--- config.mk ---
export PLATFORM = sky130hd
export DESIGN_NAME = gregorian_date_arithmetic
export DESIGN_NICKNAME = d
export VERILOG_FILES = /design/src/design/gda_pkg.sv /design/src/design/gda_ctrl.sv /design/src/design/gda_dpath.sv /design/src/design/gregorian_date_arithmetic.sv
export SDC_FILE = /design/constraint.sdc
export NUM_CORES = 2
export LEC_CHECK = 0
export ABC_AREA = 1
export BUFFER_PORTS_ARGS = -buffer_cell sky130_fd_sc_hd__buf_4
export CAP_MARGIN = 10
export CELL_PAD_IN_SITES_DETAIL_PLACEMENT = 1
export CELL_PAD_IN_SITES_GLOBAL_PLACEMENT = 1
export CORE_MARGIN = 4
export CORE_UTILIZATION = 45
export CTS_CLUSTER_DIAMETER = 100
export CTS_CLUSTER_SIZE = 14
export DETAILED_ROUTE_END_ITERATION = 16
export PLACE_DENSITY_LB_ADDON = 0.08
export SLEW_MARGIN = 0
export SYNTH_ARGS = -nofsm -noshare
export SYNTH_HDL_FRONTEND = slang
export SYNTH_SLANG_ARGS = --single-unit
--- constraint.sdc ---
create_clock -name clock -period 13.8 [get_ports clock]
set_input_delay 2.07 -clock clock [delete_from_list [all_inputs] [get_ports clock]]
set_output_delay 2.07 -clock clock [all_outputs]
set_load 0.05 [all_outputs]
--- src/design/gda_pkg.sv ---
package gda_pkg;

   // Top of the year range and width of the signed day offset
   localparam int YEAR_MAX     = 9999;
   localparam int OFFSET_WIDTH = 24;

   // Year arithmetic width: covers the 14-bit input years and YEAR_MAX + 1
   localparam int YB_W  = $clog2(YEAR_MAX + 2);
   localparam int Y_W   = (YB_W > 14) ? YB_W : 14;
   localparam int DBY_W = Y_W + 9;
   localparam int N_W   = ((DBY_W > OFFSET_WIDTH) ? DBY_W : OFFSET_WIDTH) + 2;

   // x / 100 as (x * RCP_100) >> RCP_SH, exact for x below 2**RCP_SH / 84
   localparam int RCP_SH  = 24;
   localparam int RCP_100 = ((2 ** RCP_SH) + 99) / 100;
   localparam int RCP_W   = $clog2(RCP_100 + 1);
   localparam int YS_W    = Y_W + 2;
   localparam int PR_W    = YS_W + RCP_W;

   // Year estimate n * 400 / 146097 as (n * YR_RCP) >> YR_SH, rounded down;
   // the adjust loops settle the last year or two
   localparam int YR_SH  = 24;
   localparam int YR_RCP = 45934;
   localparam int YP_W   = DBY_W + 16;

   localparam int CYCLE_DAYS = 146097;
   localparam int TOP_DAY    = 365 * (YEAR_MAX + 1) + (YEAR_MAX + 4) / 4
                               - (YEAR_MAX + 100) / 100 + (YEAR_MAX + 400) / 400 - 1;

   localparam int REQ_FIELDS_W = 46 + OFFSET_WIDTH;
   localparam int REQ_W        = ((REQ_FIELDS_W + 7) / 8) * 8;
   localparam int RSP_W        = 48;
   localparam int DIFF_W       = 22;

   localparam logic [1:0] CMP_EQ = 2'd0;
   localparam logic [1:0] CMP_LT = 2'd1;
   localparam logic [1:0] CMP_GT = 2'd2;

   localparam logic [4:0] MONTH_LEN [13] = '{5'd0, 5'd31, 5'd28, 5'd31, 5'd30, 5'd31,
                                             5'd30, 5'd31, 5'd31, 5'd30, 5'd31, 5'd30,
                                             5'd31};

   typedef enum logic [1:0] {
      OP_ADD  = 2'd0,
      OP_SUB  = 2'd1,
      OP_CMP  = 2'd2,
      OP_DIFF = 2'd3
   } op_type;

   typedef enum logic [3:0] {
      ST_IDLE,
      ST_START,
      ST_DN_LO,
      ST_DN_LEAP,
      ST_DN_SUM,
      ST_LOAD_B,
      ST_OFS,
      ST_CLAMP,
      ST_Q2Y,
      ST_ADJ_LO,
      ST_ADJ_HI,
      ST_MONTH,
      ST_DONE
   } state_type;

   typedef struct packed {
      logic load_req;
      logic dn_lo;
      logic dn_leap;
      logic dn_sum;
      logic load_b;
      logic apply_ofs;
      logic clamp;
      logic q2y;
      logic adj_lo;
      logic adj_hi;
      logic month_step;
      logic load_rsp;
   } dp_cmd_type;

   typedef struct packed {
      op_type op;
      logic   sel_b;
      logic   out_of_range;
      logic   adj_down;
      logic   adj_up;
      logic   month_more;
   } dp_stat_type;

   // Days from 0000-01-01 to the first day of year y
   function automatic logic [DBY_W-1:0] days_before_year(input logic [Y_W:0] y);
      logic [YS_W-1:0] y3;
      logic [YS_W-1:0] y99;
      logic [YS_W-1:0] y399;
      logic [PR_W-1:0] p100;
      logic [PR_W-1:0] p400;
      y3   = YS_W'(y) + YS_W'(3);
      y99  = YS_W'(y) + YS_W'(99);
      y399 = YS_W'(y) + YS_W'(399);
      p100 = PR_W'(y99) * PR_W'(RCP_100);
      p400 = PR_W'(y399 >> 2) * PR_W'(RCP_100);
      return DBY_W'(y) * DBY_W'(365) + DBY_W'(y3 >> 2)
             - DBY_W'(p100 >> RCP_SH) + DBY_W'(p400 >> RCP_SH);
   endfunction

   // Days in the year before the first of month m (m in 1..12)
   function automatic logic [8:0] cum_days(input logic [3:0] m, input logic leap);
      logic [8:0] c;
      unique case (m)
         4'd1:    c = 9'd0;
         4'd2:    c = 9'd31;
         4'd3:    c = 9'd59;
         4'd4:    c = 9'd90;
         4'd5:    c = 9'd120;
         4'd6:    c = 9'd151;
         4'd7:    c = 9'd181;
         4'd8:    c = 9'd212;
         4'd9:    c = 9'd243;
         4'd10:   c = 9'd273;
         4'd11:   c = 9'd304;
         4'd12:   c = 9'd334;
         default: c = 9'd0;
      endcase
      if (leap && m > 4'd2) begin
         c = c + 9'd1;
      end
      return c;
   endfunction

   function automatic logic [4:0] month_len(input logic [3:0] m, input logic leap);
      logic [4:0] len;
      if (m > 4'd12) begin
         len = MONTH_LEN[1];
      end else begin
         len = MONTH_LEN[m];
      end
      if (leap && m == 4'd2) begin
         len = 5'd29;
      end
      return len;
   endfunction

endpackage

--- src/design/gda_ctrl.sv ---
module gda_ctrl (
   input  logic                 clock,
   input  logic                 reset,
   input  logic                 req_tvalid,
   output logic                 req_tready,
   output logic                 rsp_tvalid,
   input  logic                 rsp_tready,
   input  gda_pkg::dp_stat_type stat,
   output gda_pkg::dp_cmd_type  cmd
);
   import gda_pkg::*;

   state_type        state_ff;
   state_type        state_in;
   logic             rsp_valid_ff;
   logic             rsp_valid_in;
   logic             rsp_free;

   assign rsp_free   = !rsp_valid_ff || rsp_tready;
   assign rsp_tvalid = rsp_valid_ff;
   assign req_tready = (state_ff == ST_IDLE);

   always_comb begin
      state_in = state_ff;
      unique case (state_ff)
         ST_IDLE: begin
            if (req_tvalid) begin
               state_in = ST_START;
            end
         end
         ST_START: begin
            state_in = (stat.op == OP_CMP) ? ST_DONE : ST_DN_LO;
         end
         ST_DN_LO:   state_in = ST_DN_LEAP;
         ST_DN_LEAP: state_in = ST_DN_SUM;
         ST_DN_SUM: begin
            priority if (stat.op == OP_ADD || stat.op == OP_SUB) begin
               state_in = ST_OFS;
            end else if (!stat.sel_b) begin
               state_in = ST_LOAD_B;
            end else begin
               state_in = ST_DONE;
            end
         end
         ST_LOAD_B: state_in = ST_DN_LO;
         ST_OFS:    state_in = ST_CLAMP;
         ST_CLAMP: begin
            state_in = stat.out_of_range ? ST_DONE : ST_Q2Y;
         end
         ST_Q2Y: state_in = ST_ADJ_LO;
         ST_ADJ_LO: begin
            if (!stat.adj_down) begin
               state_in = ST_ADJ_HI;
            end
         end
         ST_ADJ_HI: begin
            if (!stat.adj_up) begin
               state_in = ST_MONTH;
            end
         end
         ST_MONTH: begin
            if (!stat.month_more) begin
               state_in = ST_DONE;
            end
         end
         ST_DONE: begin
            if (rsp_free) begin
               state_in = ST_IDLE;
            end
         end
         default: state_in = ST_IDLE;
      endcase
   end

   always_comb begin
      cmd = '0;
      unique case (state_ff)
         ST_IDLE:    cmd.load_req   = req_tvalid;
         ST_DN_LO:   cmd.dn_lo      = 1'b1;
         ST_DN_LEAP: cmd.dn_leap    = 1'b1;
         ST_DN_SUM:  cmd.dn_sum     = 1'b1;
         ST_LOAD_B:  cmd.load_b     = 1'b1;
         ST_OFS:     cmd.apply_ofs  = 1'b1;
         ST_CLAMP:   cmd.clamp      = 1'b1;
         ST_Q2Y:     cmd.q2y        = 1'b1;
         ST_ADJ_LO:  cmd.adj_lo     = 1'b1;
         ST_ADJ_HI:  cmd.adj_hi     = 1'b1;
         ST_MONTH:   cmd.month_step = 1'b1;
         ST_DONE:    cmd.load_rsp   = rsp_free;
         default:    cmd = '0;
      endcase
   end

   always_comb begin
      rsp_valid_in = rsp_valid_ff;
      priority if (cmd.load_rsp) begin
         rsp_valid_in = 1'b1;
      end else if (rsp_tready) begin
         rsp_valid_in = 1'b0;
      end
   end

   always_ff @(posedge clock) begin
      if (reset) begin
         state_ff     <= ST_IDLE;
         rsp_valid_ff <= 1'b0;
      end else begin
         state_ff     <= state_in;
         rsp_valid_ff <= rsp_valid_in;
      end
   end

`ifndef SYNTHESIS
   a_one_request_at_a_time: assert property (@(posedge clock) disable iff (reset)
      (req_tvalid && req_tready) |=> !req_tready)
      else $error("request taken while another is in work");

   a_rsp_only_from_done: assert property (@(posedge clock) disable iff (reset)
      $rose(rsp_tvalid) |-> $past(state_ff) == ST_DONE)
      else $error("response raised outside the done state");

   a_rsp_held: assert property (@(posedge clock) disable iff (reset)
      (rsp_tvalid && !rsp_tready) |=> rsp_tvalid)
      else $error("response dropped while waiting");
`endif

endmodule

--- src/design/gda_dpath.sv ---
module gda_dpath (
   input  logic                        clock,
   input  logic                        reset,
   input  logic [gda_pkg::REQ_W-1:0]   req_tdata,
   input  logic [1:0]                  req_tuser,
   output logic [gda_pkg::RSP_W-1:0]   rsp_tdata,
   input  gda_pkg::dp_cmd_type         cmd,
   output gda_pkg::dp_stat_type        stat
);
   import gda_pkg::*;

   op_type                   op_ff;
   logic [13:0]              a_year_ff;
   logic [3:0]               a_month_ff;
   logic [4:0]               a_day_ff;
   logic [13:0]              b_year_ff;
   logic [3:0]               b_month_ff;
   logic [4:0]               b_day_ff;
   logic signed [OFFSET_WIDTH-1:0] off_ff;
   logic                     sel_b_ff;

   logic [Y_W:0]             y_ff;
   logic [DBY_W-1:0]         lo_ff;
   logic                     leap_ff;
   logic signed [N_W-1:0]    n_ff;
   logic signed [N_W-1:0]    na_ff;
   logic [3:0]               m_ff;
   logic [1:0]               ovf_ff;
   logic [Y_W-1:0]           q_ff;
   logic [RSP_W-1:0]         rsp_ff;

   logic [Y_W:0]             dby_arg;
   logic [DBY_W-1:0]         dby_val;
   logic [DBY_W-1:0]         n_u;
   logic [YP_W-1:0]          y_prod;
   logic [3:0]               m_raw;
   logic [3:0]               m_clip;
   logic [4:0]               d_sel;
   logic signed [N_W-1:0]    n_dn;
   logic signed [N_W-1:0]    off_x;
   logic                     n_neg;
   logic                     n_above;
   logic [4:0]               len_cur;
   logic [22:0]              key_a;
   logic [22:0]              key_b;
   logic [1:0]               cmp_val;
   logic [N_W-1:0]           diff_abs;
   logic [DIFF_W-1:0]        diff_val;
   logic [RSP_W-1:0]         rsp_in;

   // One shared year-start unit; the upward adjust and leap steps look one year ahead
   assign dby_arg = (cmd.dn_leap || cmd.adj_hi) ? (y_ff + (Y_W+1)'(1)) : y_ff;
   assign dby_val = days_before_year(dby_arg);

   assign n_u     = n_ff[DBY_W-1:0];
   assign y_prod  = YP_W'(n_u) * YP_W'(YR_RCP);
   assign m_raw   = sel_b_ff ? b_month_ff : a_month_ff;
   assign d_sel   = sel_b_ff ? b_day_ff : a_day_ff;
   assign m_clip  = (m_raw == 4'd0) ? 4'd1 : ((m_raw > 4'd12) ? 4'd12 : m_raw);
   assign n_dn    = signed'(N_W'(lo_ff) + N_W'(cum_days(m_clip, leap_ff))
                            + N_W'(d_sel) - N_W'(1));
   assign off_x   = N_W'(off_ff);
   assign n_neg   = n_ff[N_W-1];
   assign n_above = n_ff > N_W'(TOP_DAY);
   assign len_cur = month_len(m_ff, leap_ff);

   assign stat.op           = op_ff;
   assign stat.sel_b        = sel_b_ff;
   assign stat.out_of_range = n_neg || n_above;
   assign stat.adj_down     = (dby_val > n_u) && (y_ff != '0);
   assign stat.adj_up       = dby_val <= n_u;
   assign stat.month_more   = (m_ff < 4'd12) && (n_u >= DBY_W'(len_cur));

   always_ff @(posedge clock) begin
      if (cmd.load_req) begin
         op_ff      <= op_type'(req_tuser);
         a_year_ff  <= req_tdata[13:0];
         a_month_ff <= req_tdata[17:14];
         a_day_ff   <= req_tdata[22:18];
         b_year_ff  <= req_tdata[36:23];
         b_month_ff <= req_tdata[40:37];
         b_day_ff   <= req_tdata[45:41];
         off_ff     <= req_tdata[46 +: OFFSET_WIDTH];
         y_ff       <= (Y_W+1)'(req_tdata[13:0]);
         sel_b_ff   <= 1'b0;
      end else if (cmd.dn_lo) begin
         lo_ff <= dby_val;
      end else if (cmd.dn_leap) begin
         leap_ff <= (dby_val - lo_ff) == DBY_W'(366);
      end else if (cmd.dn_sum) begin
         n_ff <= n_dn;
      end else if (cmd.load_b) begin
         na_ff    <= n_ff;
         y_ff     <= (Y_W+1)'(b_year_ff);
         sel_b_ff <= 1'b1;
      end else if (cmd.apply_ofs) begin
         n_ff <= (op_ff == OP_SUB) ? (n_ff - off_x) : (n_ff + off_x);
      end else if (cmd.clamp) begin
         ovf_ff <= {n_above, n_neg};
         q_ff   <= y_prod[YR_SH +: Y_W];
      end else if (cmd.q2y) begin
         y_ff <= (Y_W+1)'(q_ff);
      end else if (cmd.adj_lo) begin
         // step back while the year starts after the day number
         if (stat.adj_down) begin
            y_ff <= y_ff - (Y_W+1)'(1);
         end else begin
            lo_ff <= dby_val;
         end
      end else if (cmd.adj_hi) begin
         if (stat.adj_up) begin
            y_ff  <= y_ff + (Y_W+1)'(1);
            lo_ff <= dby_val;
         end else begin
            leap_ff <= (dby_val - lo_ff) == DBY_W'(366);
            n_ff    <= n_ff - signed'(N_W'(lo_ff));
            m_ff    <= 4'd1;
         end
      end else if (cmd.month_step) begin
         if (stat.month_more) begin
            n_ff <= n_ff - signed'(N_W'(len_cur));
            m_ff <= m_ff + 4'd1;
         end
      end
   end

   assign key_a   = {a_year_ff, a_month_ff, a_day_ff};
   assign key_b   = {b_year_ff, b_month_ff, b_day_ff};
   assign cmp_val = (key_a == key_b) ? CMP_EQ : ((key_a < key_b) ? CMP_LT : CMP_GT);

   assign diff_abs = (na_ff > n_ff) ? N_W'(na_ff - n_ff) : N_W'(n_ff - na_ff);
   assign diff_val = (diff_abs > N_W'({DIFF_W{1'b1}})) ? {DIFF_W{1'b1}}
                                                        : diff_abs[DIFF_W-1:0];

   // Response fields from bit 0: year, month, day, compare, difference, overflow
   always_comb begin
      rsp_in = '0;
      unique case (op_ff)
         OP_ADD, OP_SUB: begin
            priority if (ovf_ff[0]) begin
               rsp_in[13:0]  = 14'd0;
               rsp_in[17:14] = 4'd1;
               rsp_in[22:18] = 5'd1;
               rsp_in[47]    = 1'b1;
            end else if (ovf_ff[1]) begin
               rsp_in[13:0]  = 14'(YEAR_MAX);
               rsp_in[17:14] = 4'd12;
               rsp_in[22:18] = 5'd31;
               rsp_in[47]    = 1'b1;
            end else begin
               rsp_in[13:0]  = y_ff[13:0];
               rsp_in[17:14] = m_ff;
               rsp_in[22:18] = n_u[4:0] + 5'd1;
            end
         end
         OP_CMP:  rsp_in[24:23] = cmp_val;
         OP_DIFF: rsp_in[46:25] = diff_val;
         default: rsp_in = '0;
      endcase
   end

   always_ff @(posedge clock) begin
      if (cmd.load_rsp) begin
         rsp_ff <= rsp_in;
      end
   end

   assign rsp_tdata = rsp_ff;

`ifndef SYNTHESIS
   a_quotient_in_range: assert property (@(posedge clock) disable iff (reset)
      cmd.q2y |-> q_ff <= (Y_W)'(YEAR_MAX + 1))
      else $error("year estimate beyond range");

   a_year_found: assert property (@(posedge clock) disable iff (reset)
      (cmd.adj_hi && !stat.adj_up) |-> (n_u >= lo_ff) && (n_u - lo_ff < DBY_W'(366)))
      else $error("day number not inside the found year");

   a_month_walk_range: assert property (@(posedge clock) disable iff (reset)
      cmd.month_step |-> (m_ff >= 4'd1) && (m_ff <= 4'd12))
      else $error("month walk out of range");
`endif

endmodule

--- src/design/gregorian_date_arithmetic.sv ---
// Gregorian date engine (proleptic calendar, year 0 is a leap year). A request
// carries an operation on req_tuser and two dates plus a signed day offset on
// req_tdata; exactly one response follows each request, in order. Add and
// subtract convert date A to a day number, apply the offset, then split the
// number back into a date: a multiply by the reciprocal of the 400-year cycle
// estimates the year, a short adjust loop fixes it against the shared
// year-start unit, and the month is found by stepping one month per cycle.
// Results outside years 0..YEAR_MAX saturate and set year_overflow. How long
// an add or subtract takes depends on the month walk and the year adjust.
// One request is in work at a time, and a new one is taken while the last
// response waits.
module gregorian_date_arithmetic (
   input  logic                      clock,
   input  logic                      reset,
   input  logic                      req_tvalid,
   output logic                      req_tready,
   // a_year, a_month, a_day, b_year, b_month, b_day, offset_days, zero fill
   input  logic [gda_pkg::REQ_W-1:0] req_tdata,
   // req_type
   input  logic [1:0]                req_tuser,
   output logic                      rsp_tvalid,
   input  logic                      rsp_tready,
   // res_year, res_month, res_day, cmp_code, diff_days, year_overflow
   output logic [gda_pkg::RSP_W-1:0] rsp_tdata
);
   import gda_pkg::*;

   dp_cmd_type  cmd;
   dp_stat_type stat;

   gda_ctrl u_ctrl (
      .clock      (clock),
      .reset      (reset),
      .req_tvalid (req_tvalid),
      .req_tready (req_tready),
      .rsp_tvalid (rsp_tvalid),
      .rsp_tready (rsp_tready),
      .stat       (stat),
      .cmd        (cmd)
   );

   gda_dpath u_dpath (
      .clock     (clock),
      .reset     (reset),
      .req_tdata (req_tdata),
      .req_tuser (req_tuser),
      .rsp_tdata (rsp_tdata),
      .cmd       (cmd),
      .stat      (stat)
   );

endmodule
==> results.ini <==
[min_path]
worstHoldPathType=reg -> reg

[clock_network]
clk_pin_slew_ps=70
cts_tree=done
postCtsHoldBufs=0
numCtsBuffers=22
insertion_delay_ps=580
clockBufferDepth=3
cts_root_buffer=clkbuf_16
clock_sinks=237
htree_num_levels=1

[final_layout]
final_cell_mix=inv_1 (1073), nand2_1 (746), ha_1 (705), fa_1 (417), buf_4 (413)
area_growth_pct=14.6
seq_area_um2=7050
drive_gt1_frac=0.128
nets=6707
n_fill_cell=11300
final_common_cell=inv_1
multi_input_area_um2=31500

[grt]
use_met1=0.399
met3_usage=0.0431
met2_usage=0.488
grt_pass1_wl_um=223000
top_usage_layer=met2
grt_max_degree=49
grt_pass1_vias=39000
antenna_found_initial=3
track_usage=0.293
grt-ovfl-total=0

[yosys]
yosysSeqAreaShare=0.167
synthArstFlopShare=0
synthTopCellsByArea=ha_1 (22%), fa_1 (20%), edfxtp_1 (16%), inv_1 (9.6%), nand2_1 (6.8%)
yosys.cell_types.count=74
synth_edf_count=230
synth_nets=6312
synthCells=5078
yosysTopAreaCell=ha_1
syn-cell-area_um2=42200
synth_area_per_cell_um2=8.32
netlist.area_leader.share=0.216
ys_warn_count=0
ys_ff_latch=237
ys.flop_type=edfxtp_1

[die]
core_um2=93200
io_pins=128
row_count=112
fp.dieH_um=314
fp.dieArea_um2=98800
start_util=0.453
fp.dieW_um=314

[timing]
tns_ps=0
fmax_mhz=75.3
min_period_ps=13280
tightest_slew_ps=1090
setup_viol=0
skew_ps=25.1
slew_viol_final=0
max-slew-margin-rel=0.270
finalCritPeriodShare=0.962
final_hold_viol_count=0

[setup_path]
crit_family=adder cells
cp_data_required_time_ps=14130
cp.arrival_ps=13620
cp-end-kind=flip-flop
cp_num_buf_inv=16
critPathMaxStageDelay_ps=650
startpoint_type=flip-flop
worst_path_most_repeated_cell=buf_4
crit_slowest_cell=fa_1
worstPathMaxFanout=6
path_class=reg -> reg

[detailed_routing]
drt-total-wl_um=146000
drtPass1Iterations=5
drc=0
wire_per_inst_um=21.7
viasPerCell=5.41
vias=36500
drtIter0Drc=2210
ant_nets=0

[place]
io_buffers=125
gp_congestion=0.937
dp_hpwl_um=125000

[job]
drv_cap=0

[status]
status=finished clean

==> final timing paths <==
check                            start                          to  slack, ps  depth (start not counted)
max reg2reg  u_dpath.y_ff[1]$_DFFE_PP_  u_dpath.lo_ff[5]$_DFFE_PP_        520                         64
max          u_dpath.y_ff[1]$_DFFE_PP_  u_dpath.lo_ff[5]$_DFFE_PP_        520                         64
min reg2reg  u_dpath.q_ff[1]$_DFFE_PP_   u_dpath.y_ff[1]$_DFFE_PP_        610                          2
min          u_dpath.q_ff[1]$_DFFE_PP_   u_dpath.y_ff[1]$_DFFE_PP_        610                          2
==> flip-flops by register name, indices dropped and copies added, names as in the netlist, 4 cells and up <==
name                cells
u_dpath.b_month_ff      4
u_dpath.lo_ff          23
u_dpath.a_year_ff      14
u_dpath.q_ff           14
u_dpath.off_ff         24
u_dpath.rsp_tdata      48
u_dpath.n_ff           26
u_dpath.y_ff           15
u_dpath.b_day_ff        5
u_dpath.a_day_ff        5
u_dpath.a_month_ff      4
u_ctrl.state_ff         4
u_dpath.b_year_ff      14
u_dpath.na_ff          26
u_dpath.m_ff            4
==> through the flow <==
step                       util  instance area (um^2)  setup WS [ps]  instances  hold WS, ps
after CTS                 0.508                 47300           33.6       6716          605
after global placement    0.501                 46600            103       6675          564
after global routing      0.519                 48400           -196       6745          638
after floorplan               -                 42200            174       5078          507
final                     0.519                 48400            519       6747          608
after detailed placement  0.501                 46600           -291       6675          596
==> routing by layer <==
| metal | vias to the layer above | routed length (um) |
|---|---|---|
| li1 | 17300 | - |
| met1 | 18200 | 65000 |
| met3 | 198 | 8290 |
| met5 | - | 0 |
| met4 | 0 | 4420 |
| met2 | 845 | 68400 |
==> logic make-up after synthesis <==
kind of cell,share of synthesized area
xor gates and xnor gates,0.0414
buffers and inverters,0.106
DFF,0.167
muxes,0.000237
and+or+nand+nor,0.153
adders and majority gates,0.419
AOI/OAI and AO/OA,0.114
==> what timing repair did <==
item	in CTS	in global routing
setup endpoints to repair	73	74
resized for setup	8	147
pin swaps	2	84
cloned	0	5
buffers inserted	1	22
==> synthesized netlist by cell type, types with 15 or more instances <==
cell type	number
clkbuf_1	24
o21ai_0	240
inv_1	1082
ha_1	728
nor4_1	17
o211ai_1	30
nor2_1	298
inv_2	25
xnor2_1	44
fa_1	428
nand3_1	182
nand4_1	65
a21oi_1	349
edfxtp_1	230
o21bai_1	29
nor3_1	60
or2_2	16
o21a_1	15
nand2_1	761
o21ai_1	16
a31oi_1	36
a21o_1	35
xor2_1	152
buf_2	21
==> worst register-to-register path: cells and delay by family, from the launching register on <==
family                     cells  cell delay, ps
adders and majority gates     14            5660
xor gates and xnor gates       4             580
buffers and inverters         16            2080
AOI/OAI and AO/OA             12            1740
DFF                            1             400
and+or+nand+nor               18            2590
==> final cells by class <==
cell class	count	area share
antenna	4	0.000207
sequential	237	0.146
clock buffer	36	0.0131
inverter	1112	0.0864
timing repair buffer	430	0.0705
clock inverter	4	0.000621
multi-input combinational	3670	0.651
tap	1254	0.0324
Power is not shown: default switching activity piles up to over one toggle a cycle in this logic, so the estimate is an artifact.
